<file path="src/hw/rtl/ang_pkg.sv">
// shared types, constants and helpers of the audio noise gate
package ang_pkg;

    // field and arithmetic widths
    localparam int SAMPLE_BITS    = 24;
    localparam int COEF_BITS      = 24;
    localparam int COEF_REG_BITS  = COEF_BITS + 1;
    localparam int PROD_BITS      = 2 * COEF_REG_BITS;
    localparam int CFG_INDEX_BITS = 8;
    localparam int CFG_DATA_BITS  = COEF_REG_BITS;

    typedef logic signed [SAMPLE_BITS-1:0]   sample_t;
    typedef logic        [SAMPLE_BITS-1:0]   mag_t;
    typedef logic        [COEF_BITS-1:0]     gain_t;
    typedef logic        [COEF_REG_BITS-1:0] coef_t;
    typedef logic        [PROD_BITS-1:0]     prod_t;
    typedef logic        [CFG_INDEX_BITS-1:0] cfg_index_t;
    typedef logic        [CFG_DATA_BITS-1:0]  cfg_data_t;

    // unity in Q1.24 and the rounding offset for ceiling products
    localparam coef_t UNITY      = coef_t'(1) << COEF_BITS;
    localparam prod_t ROUND_UP   = prod_t'(UNITY) - prod_t'(1);
    localparam gain_t GAIN_MAX   = {COEF_BITS{1'b1}};

    // register indexes
    localparam cfg_index_t CFG_THRESHOLD = cfg_index_t'(0);
    localparam cfg_index_t CFG_ATTACK    = cfg_index_t'(1);
    localparam cfg_index_t CFG_RELEASE   = cfg_index_t'(2);
    localparam cfg_index_t CFG_DETECTOR  = cfg_index_t'(3);

    // register reset values
    localparam mag_t  THRESHOLD_RST = mag_t'(8389);
    localparam coef_t ATTACK_RST    = coef_t'(69760);
    localparam coef_t RELEASE_RST   = coef_t'(3495);
    localparam coef_t DETECTOR_RST  = coef_t'(34915);

    // current register contents, coefficients already limited to unity
    typedef struct packed {
        mag_t  threshold_level;
        coef_t attack_coef;
        coef_t release_coef;
        coef_t detector_coef;
    } ang_cfg_t;

    // one request to the shared multiplier
    typedef struct packed {
        coef_t op_a;
        coef_t op_c;
        logic  round_up;
    } ang_mul_req_t;

    // coefficient above unity acts as unity
    function automatic coef_t clamp_coef(input coef_t c);
        coef_t r;
        r = (c > UNITY) ? UNITY : c;
        return r;
    endfunction

endpackage

</file>
<file path="src/hw/rtl/ang_if.sv">
// handshake channels of the audio noise gate

// input sample channel
interface ang_in_if;
    logic             valid;
    logic             ready;
    ang_pkg::sample_t sample_in;

    modport source (output valid, output sample_in, input ready);
    modport sink (input valid, input sample_in, output ready);
endinterface

// gated sample channel
interface ang_out_if;
    logic             valid;
    logic             ready;
    ang_pkg::sample_t sample_out;

    modport source (output valid, output sample_out, input ready);
    modport sink (input valid, input sample_out, output ready);
endinterface

// register write channel
interface ang_cfg_if;
    logic                valid;
    logic                ready;
    ang_pkg::cfg_index_t index;
    ang_pkg::cfg_data_t  data;

    modport source (output valid, output index, output data, input ready);
    modport sink (input valid, input index, input data, output ready);
endinterface

</file>
<file path="src/hw/rtl/audio_noise_gate.sv">
// audio noise gate top level: sequencer around one shared multiplier
//
// Usage:
//   sample_ch  takes one signed Q1.23 sample per transfer (valid/ready).
//   result_ch  gives the gated sample for each input, in order, one transfer each.
//   cfg_ch     writes threshold, attack, release and detector registers by index
//              0..3; other indexes are dropped. Write only while the gate is idle.
// Sequence:
//   one multiplier serves three products per sample: envelope decay, gain step
//   and output scaling. Each has an issue state and a write-back state, and a
//   new sample is taken only once the sequencer is back in idle after the last
//   write-back. sample_ch.ready is high only while the sequencer is idle.
// Stall:
//   the result waits in an output register; the next sample is still taken,
//   and its result is held back in the last step until the register is free.
// Reset:
//   rst_n clears the envelope and the gain (gate closed), loads the register
//   defaults and empties the output register. No clearing pass is needed.
module audio_noise_gate (
    input  logic      clk,
    input  logic      rst_n,
    ang_in_if.sink    sample_ch,
    ang_out_if.source result_ch,
    ang_cfg_if.sink   cfg_ch
);

    typedef enum logic [2:0] {
        S_IDLE,
        S_ENV,
        S_ENV_WB,
        S_GAIN,
        S_GAIN_WB,
        S_OUT,
        S_OUT_WB
    } state_t;

    state_t                state_reg;
    ang_pkg::mag_t         mag_reg;
    logic                  neg_reg;
    ang_pkg::mag_t         env_reg;
    ang_pkg::gain_t        gain_reg;
    logic                  open_reg;
    logic                  out_valid_reg;
    ang_pkg::sample_t      out_sample_reg;

    ang_pkg::ang_cfg_t     cfg;
    ang_pkg::ang_mul_req_t mul_req;
    ang_pkg::coef_t        mul_q;

    ang_pkg::mag_t         mag_next;
    ang_pkg::mag_t         env_next;
    ang_pkg::gain_t        gain_next;
    ang_pkg::coef_t        gain_sum;
    ang_pkg::sample_t      out_next;
    logic                  in_fire;
    logic                  out_free;

    ang_cfg u_cfg (
        .clk    (clk),
        .rst_n  (rst_n),
        .cfg_ch (cfg_ch),
        .cfg    (cfg)
    );

    ang_mul u_mul (
        .clk   (clk),
        .req   (mul_req),
        .q_reg (mul_q)
    );

    // handshakes
    assign sample_ch.ready      = (state_reg == S_IDLE);
    assign in_fire              = sample_ch.valid && sample_ch.ready;
    assign out_free             = !out_valid_reg || result_ch.ready;
    assign result_ch.valid      = out_valid_reg;
    assign result_ch.sample_out = out_sample_reg;

    // operand selection for the shared multiplier
    always_comb
    begin
        mul_req = '0;
        unique case (state_reg)
            S_ENV:
            begin
                mul_req.op_a     = ang_pkg::coef_t'(env_reg - mag_reg);
                mul_req.op_c     = cfg.detector_coef;
                mul_req.round_up = 1'b1;
            end
            S_GAIN:
            begin
                if (open_reg)
                begin
                    mul_req.op_a     = ang_pkg::UNITY - ang_pkg::coef_t'(gain_reg);
                    mul_req.op_c     = cfg.attack_coef;
                    mul_req.round_up = 1'b0;
                end
                else
                begin
                    mul_req.op_a     = ang_pkg::coef_t'(gain_reg);
                    mul_req.op_c     = cfg.release_coef;
                    mul_req.round_up = 1'b1;
                end
            end
            // operands stay put while the result waits for the output register
            S_OUT, S_OUT_WB:
            begin
                mul_req.op_a     = ang_pkg::coef_t'(mag_reg);
                mul_req.op_c     = ang_pkg::coef_t'(gain_reg);
                mul_req.round_up = neg_reg;
            end
            default:
            begin
                mul_req = '0;
            end
        endcase
    end

    // write-back values from the multiplier result
    always_comb
    begin
        mag_next = sample_ch.sample_in[ang_pkg::SAMPLE_BITS-1]
                 ? ang_pkg::mag_t'(-sample_ch.sample_in)
                 : ang_pkg::mag_t'(sample_ch.sample_in);
        // peak jumps up, otherwise decay toward the magnitude
        env_next = (mag_reg > env_reg)
                 ? mag_reg
                 : env_reg - mul_q[ang_pkg::SAMPLE_BITS-1:0];
        // attack saturates one step below unity, release steps down
        gain_sum = ang_pkg::coef_t'(gain_reg) + mul_q;
        if (open_reg)
        begin
            gain_next = gain_sum[ang_pkg::COEF_BITS]
                      ? ang_pkg::GAIN_MAX
                      : gain_sum[ang_pkg::COEF_BITS-1:0];
        end
        else
        begin
            gain_next = gain_reg - mul_q[ang_pkg::COEF_BITS-1:0];
        end
        // negative samples use the ceiling of the magnitude product
        out_next = neg_reg
                 ? -ang_pkg::sample_t'(mul_q[ang_pkg::SAMPLE_BITS-1:0])
                 : ang_pkg::sample_t'(mul_q[ang_pkg::SAMPLE_BITS-1:0]);
    end

    // sequencer with its state and result registers
    always_ff @(posedge clk or negedge rst_n)
    begin
        if (!rst_n)
        begin
            state_reg      <= S_IDLE;
            mag_reg        <= '0;
            neg_reg        <= 1'b0;
            env_reg        <= '0;
            gain_reg       <= '0;
            open_reg       <= 1'b0;
            out_valid_reg  <= 1'b0;
            out_sample_reg <= '0;
        end
        else
        begin
            // the final step reloads the output register itself
            if (out_valid_reg && result_ch.ready && (state_reg != S_OUT_WB))
            begin
                out_valid_reg <= 1'b0;
            end
            unique case (state_reg)
                S_IDLE:
                begin
                    if (in_fire)
                    begin
                        mag_reg   <= mag_next;
                        neg_reg   <= sample_ch.sample_in[ang_pkg::SAMPLE_BITS-1];
                        state_reg <= S_ENV;
                    end
                end
                S_ENV:
                begin
                    state_reg <= S_ENV_WB;
                end
                S_ENV_WB:
                begin
                    env_reg   <= env_next;
                    open_reg  <= (env_next >= cfg.threshold_level);
                    state_reg <= S_GAIN;
                end
                S_GAIN:
                begin
                    state_reg <= S_GAIN_WB;
                end
                S_GAIN_WB:
                begin
                    gain_reg  <= gain_next;
                    state_reg <= S_OUT;
                end
                S_OUT:
                begin
                    state_reg <= S_OUT_WB;
                end
                S_OUT_WB:
                begin
                    if (out_free)
                    begin
                        out_sample_reg <= out_next;
                        out_valid_reg  <= 1'b1;
                        state_reg      <= S_IDLE;
                    end
                end
                default:
                begin
                    state_reg <= S_IDLE;
                end
            endcase
        end
    end

endmodule

</file>
<file path="src/hw/rtl/ang_cfg.sv">
// configuration registers of the audio noise gate
module ang_cfg (
    input  logic              clk,
    input  logic              rst_n,
    ang_cfg_if.sink           cfg_ch,
    output ang_pkg::ang_cfg_t cfg
);

    ang_pkg::ang_cfg_t cfg_reg;
    logic              wr_en;

    // writes are always taken
    assign cfg_ch.ready = 1'b1;
    assign wr_en        = cfg_ch.valid;
    assign cfg          = cfg_reg;

    // register file, coefficients limited to unity on transfer
    always_ff @(posedge clk or negedge rst_n)
    begin
        if (!rst_n)
        begin
            cfg_reg.threshold_level <= ang_pkg::THRESHOLD_RST;
            cfg_reg.attack_coef     <= ang_pkg::ATTACK_RST;
            cfg_reg.release_coef    <= ang_pkg::RELEASE_RST;
            cfg_reg.detector_coef   <= ang_pkg::DETECTOR_RST;
        end
        else if (wr_en)
        begin
            unique case (cfg_ch.index)
                ang_pkg::CFG_THRESHOLD:
                    cfg_reg.threshold_level <= cfg_ch.data[ang_pkg::SAMPLE_BITS-1:0];
                ang_pkg::CFG_ATTACK:
                    cfg_reg.attack_coef <= ang_pkg::clamp_coef(cfg_ch.data);
                ang_pkg::CFG_RELEASE:
                    cfg_reg.release_coef <= ang_pkg::clamp_coef(cfg_ch.data);
                ang_pkg::CFG_DETECTOR:
                    cfg_reg.detector_coef <= ang_pkg::clamp_coef(cfg_ch.data);
                default:
                begin
                    cfg_reg <= cfg_reg;
                end
            endcase
        end
    end

endmodule

</file>
<file path="src/hw/rtl/ang_mul.sv">
// shared multiplier: registered floor or ceiling of a * c / 2^24
module ang_mul (
    input  logic                  clk,
    input  ang_pkg::ang_mul_req_t req,
    output ang_pkg::coef_t        q_reg
);

    ang_pkg::prod_t prod;
    ang_pkg::prod_t sum;
    ang_pkg::coef_t q_next;

    // product, optional ceiling offset, drop the fraction
    always_comb
    begin
        prod   = ang_pkg::prod_t'(req.op_a) * ang_pkg::prod_t'(req.op_c);
        sum    = prod + (req.round_up ? ang_pkg::ROUND_UP : '0);
        q_next = sum[ang_pkg::COEF_BITS +: ang_pkg::COEF_REG_BITS];
    end

    always_ff @(posedge clk)
    begin
        q_reg <= q_next;
    end

endmodule

</file>
<file path="src/flat_wrapper.sv">
// flat-port wrapper written by rule: the top's interface ports become plain ports
module audio_noise_gate_flat 
  (clk, rst_n, sample_ch_valid, sample_ch_sample_in, sample_ch_ready, result_ch_valid, result_ch_sample_out, result_ch_ready, cfg_ch_valid, cfg_ch_index, cfg_ch_data, cfg_ch_ready);
  ang_in_if sample_ch_i ();
  ang_out_if result_ch_i ();
  ang_cfg_if cfg_ch_i ();
  input  logic clk;
  input  logic rst_n;
  input wire logic [$bits(sample_ch_i.valid)-1:0] sample_ch_valid;
  input wire logic [$bits(sample_ch_i.sample_in)-1:0] sample_ch_sample_in;
  output wire logic [$bits(sample_ch_i.ready)-1:0] sample_ch_ready;
  output wire logic [$bits(result_ch_i.valid)-1:0] result_ch_valid;
  output wire logic [$bits(result_ch_i.sample_out)-1:0] result_ch_sample_out;
  input wire logic [$bits(result_ch_i.ready)-1:0] result_ch_ready;
  input wire logic [$bits(cfg_ch_i.valid)-1:0] cfg_ch_valid;
  input wire logic [$bits(cfg_ch_i.index)-1:0] cfg_ch_index;
  input wire logic [$bits(cfg_ch_i.data)-1:0] cfg_ch_data;
  output wire logic [$bits(cfg_ch_i.ready)-1:0] cfg_ch_ready;
  assign sample_ch_i.valid = sample_ch_valid;
  assign sample_ch_i.sample_in = sample_ch_sample_in;
  assign sample_ch_ready = sample_ch_i.ready;
  assign result_ch_valid = result_ch_i.valid;
  assign result_ch_sample_out = result_ch_i.sample_out;
  assign result_ch_i.ready = result_ch_ready;
  assign cfg_ch_i.valid = cfg_ch_valid;
  assign cfg_ch_i.index = cfg_ch_index;
  assign cfg_ch_i.data = cfg_ch_data;
  assign cfg_ch_ready = cfg_ch_i.ready;
  audio_noise_gate u_core (.clk(clk), .rst_n(rst_n), .sample_ch(sample_ch_i), .result_ch(result_ch_i), .cfg_ch(cfg_ch_i));
endmodule
</file>
<file path="config.mk">
export PLATFORM = sky130hd
export DESIGN_NAME = audio_noise_gate_flat
export DESIGN_NICKNAME = d
export VERILOG_FILES = /design/src/hw/rtl/ang_pkg.sv /design/src/hw/rtl/ang_if.sv /design/src/hw/rtl/audio_noise_gate.sv /design/src/hw/rtl/ang_cfg.sv /design/src/hw/rtl/ang_mul.sv /design/src/flat_wrapper.sv
export SDC_FILE = /design/constraint.sdc
export NUM_CORES = 2
export LEC_CHECK = 0
export BUFFER_PORTS_ARGS = -buffer_cell sky130_fd_sc_hd__clkbuf_2
export CAP_MARGIN = 20
export CORE_MARGIN = 5
export CORE_UTILIZATION = 42
export DETAILED_ROUTE_END_ITERATION = 10
export GPL_TIMING_DRIVEN = 0
export SLEW_MARGIN = 20
export SYNTH_ARGS = -nofsm -noshare
export SYNTH_HDL_FRONTEND = slang
export SYNTH_HIERARCHICAL = 1
export SYNTH_SLANG_ARGS = --single-unit
</file>
<file path="constraint.sdc">
create_clock -name clk -period 10.01 [get_ports clk]
set_clock_uncertainty 0.1 [all_clocks]
set_input_delay 1.5015 -clock clk [delete_from_list [all_inputs] [get_ports clk]]
set_output_delay 1.5015 -clock clk [all_outputs]
set_load 0.05 [all_outputs]
</file>
==> impl_metrics.py <==
metrics = {
    "outcome": {
        "status": "completed",
    },
    "setup_path": {
        "critical_path.max_stage_delay_ns": 0.56,
        "path_delay_family": "adder cells",
        "cpMaxStageDelayCell": "or3_2",
        "cp_common_cell": "fa_1",
        "cp_num_cells": 35,
        "critPathCaptureType": "register",
        "worst-path-buf-inv": 8,
        "crit_arrival_ns": 10.15,
        "required_ns": 10.34,
        "cp-start-kind": "register",
        "reg2regPathDepth": 35,
        "cp_max_fo": 10,
        "crit_type": "reg -> reg",
    },
    "cells_and_area": {
        "drive_above_1_share_pct": 8.81,
        "layout.nets": 5371,
        "syn2layout_area_growth_pct": 10.3,
        "nFillCells": 8665,
        "largest_reg_flops": 99,
        "multi_input_area_sq_um": 28300,
        "regArea_sq_um": 5570,
        "final_area_sq_um": 40800,
    },
    "routing": {
        "first_pass_iters": 6,
        "ant_nets": 0,
        "wirelength_mm": 131,
        "route.detailed.drc": 0,
        "avgRoutedWirePerCell_um": 23.3,
        "first_iter_violations": 2551,
        "via_count": 31000,
        "avgViaCountPerCell": 5.50,
    },
    "global_route": {
        "first_global_vias": 32200,
        "grt_use_total_pct": 27.6,
        "grt_pass1_wl_mm": 199,
        "antenna_found_initial": 3,
        "gr-total-overflow": 0,
        "grt_max_degree": 86,
    },
    "cts": {
        "cts.clk_slew.worst_paths_ns": 0.07,
        "cts_tree": "yes",
        "cts.sinks": 226,
        "cts_max_path_buffers": 3,
        "htreeDepth": 1,
        "cts-root-buf": "clkbuf_16",
        "cts_inserted_buffers": 24,
        "clock_latency_ns": 0.57,
        "hold_buffers": 0,
    },
    "logic_synthesis": {
        "synth_cell_type_count": 99,
        "async_reset_ff_share_pct": 88.9,
        "synth_compound_area_share_pct": 11.5,
        "synthAdderAreaFrac_pct": 40.1,
        "synth_ff_type": "dfrtp_1",
        "synthCells": 4290,
        "syn_nets": 5206,
        "synth_xor_area_share_pct": 3.55,
        "synth_area_sq_um": 37000,
        "ys_seq_area_share_pct": 15.0,
        "avgSynthCellArea_sq_um": 8.62,
        "synth_mux_area_share_pct": 2.49,
        "ys_seq_elements": 226,
        "synth-simple-area-share_pct": 17.6,
        "yosys_warnings": 6,
        "synth_top_family_by_area": "adder cells",
        "synth_edf_count": 0,
    },
    "die": {
        "rows": 108,
        "die-area_sq_um": 94100,
        "core_area_sq_um": 87200,
        "initial_core_util_pct": 42.4,
        "die_x_um": 307,
        "chipHeight_um": 307,
        "ios": 89,
    },
    "placement": {
        "portBuffers": 86,
        "dp_hpwl_mm": 106,
        "place_congestion": 0.989,
        "place_area_sq_um": 39100,
    },
    "timing": {
        "max_freq_mhz": 102,
        "finalCritPeriodShare_pct": 98.1,
        "maxSlewViolCount": 0,
        "tightest_slew_ns": 1.20,
        "setup_viol": 0,
        "rsz0062_at_grt": "true",
        "fin_crit_ns": 9.82,
        "hold_viol_final": 0,
        "relSlewSlack_pct": 19.3,
    },
    "min_path": {
        "worstHoldPathType": "reg -> reg",
        "holdPathStages": 2,
    },
    "flow_run": {
        "cap_violations": 0,
    },
}
## cells in the final DEF (no fill, tap or decap), types with 91 or more instances in the layout
| cell type | Yosys | routed |
|---|---|---|
| inv_1 | 726 | 723 |
| nand2_1 | 676 | 673 |
| fa_1 | 552 | 552 |
| and2_1 | 337 | 337 |
| ha_1 | 302 | 299 |
| o21ai_0 | 254 | 223 |
| dfrtp_1 | 179 | 172 |
| a21oi_1 | 162 | 153 |
| clkbuf_1 | 178 | 131 |
| nor2_1 | 124 | 121 |
| clkbuf_2 | 0 | 109 |
| xnor2_1 | 91 | 91 |
## area by class of cell
| class | count | area share, % |
|---|---|---|
| Multi-Input combinational cell | 3135 | 69.3 |
| Sequential cell | 226 | 13.6 |
| Inverter | 726 | 6.68 |
| Tap cell | 1155 | 3.54 |
| Buffer | 202 | 2.54 |
| Timing Repair Buffer | 140 | 2.40 |
| Clock buffer | 32 | 1.64 |
| Clock inverter | 11 | 0.288 |
| Antenna cell | 1 | 0.00613 |
## through the flow
stage / utilization (%) / worst slack, ns / TNS [ns] / hold slack, ns / instances
after global placement: 44.6 / -2.14 / -39.16 / 0.350 / 5531
after global routing: 46.8 / -0.0603 / -0.0909 / 0.372 / 5627
after detailed placement: 44.9 / -1.83 / -29.85 / 0.352 / 5547
after CTS: 46.3 / 0.000607 / 0 / 0.362 / 5601
after floorplan: - / 1.03 / 0 / 0.338 / 4290
final: 46.8 / 0.191 / 0 / 0.362 / 5628
## cell usage after synthesis (all sizes together), types with 30 or more instances
master / number / share of area [%]
nand3: 30 / 0.41
mux2i: 47 / 1.3
inv: 726 / 7.4
xor2: 59 / 1.4
nor2: 124 / 1.3
nand2: 677 / 6.9
clkbuf: 185 / 2.1
a21o: 49 / 0.99
ha: 302 / 10
mux2: 40 / 1.2
a21oi: 164 / 2.2
o21ai: 271 / 3.7
xnor2: 91 / 2.2
and2: 337 / 5.7
fa: 552 / 30
dfrtp: 179 / 12
## worst min-delay path: cells and delay by family (launching register included)
family	cells	cell delay (ns)
AOI/OAI and AO/OA	1	0.05
DFF	1	0.37
and+or+nand+nor	1	0.04
## kinds of logic (layout without fill, tap and decap cells)
group,count (synthesis),after routing
and+or+nand+nor,1350,1350
buffers and inverters,929,1111
AOI/OAI and AO/OA,693,693
adders and majority gates,854,854
DFF,226,226
xor gates and xnor gates,150,150
other,1,2
muxes,87,87
## path summary, 6_finish.rpt
check                      slack [ns]                              end                 start
setup / recovery                 0.19           u_core/u_mul/q_reg[19]    u_core/gain_reg[1]
hold / removal                   0.36             u_core/u_cfg/cfg[26]  u_core/u_cfg/cfg[26]
setup reg to reg                 0.19           u_core/u_mul/q_reg[19]    u_core/gain_reg[1]
hold reg to reg                  0.36             u_core/u_cfg/cfg[26]  u_core/u_cfg/cfg[26]
max in group asynchronous        7.81             u_core/u_cfg/cfg[33]                 rst_n
min in group asynchronous        0.81  u_core/result_ch.sample_out[22]                 rst_n
## per-layer routing
metal	GRT usage [%]	vias to the layer above	share of wire [%]
met3	4.69	291	7.5
met4	12.4	0	5.6
met5	0	-	0
met2	46.3	1246	47
li1	-	13900	-
met1	35.1	15600	40
## timing repair
item                       CTS  global route
setup endpoints to repair   25            25
resized for setup          100           106
gates cloned                 0             1
setup buffers               11            25
pin swaps                    8            21
Power is not shown: default switching activity piles up to over one toggle a cycle in this logic, so the estimate is an artifact.
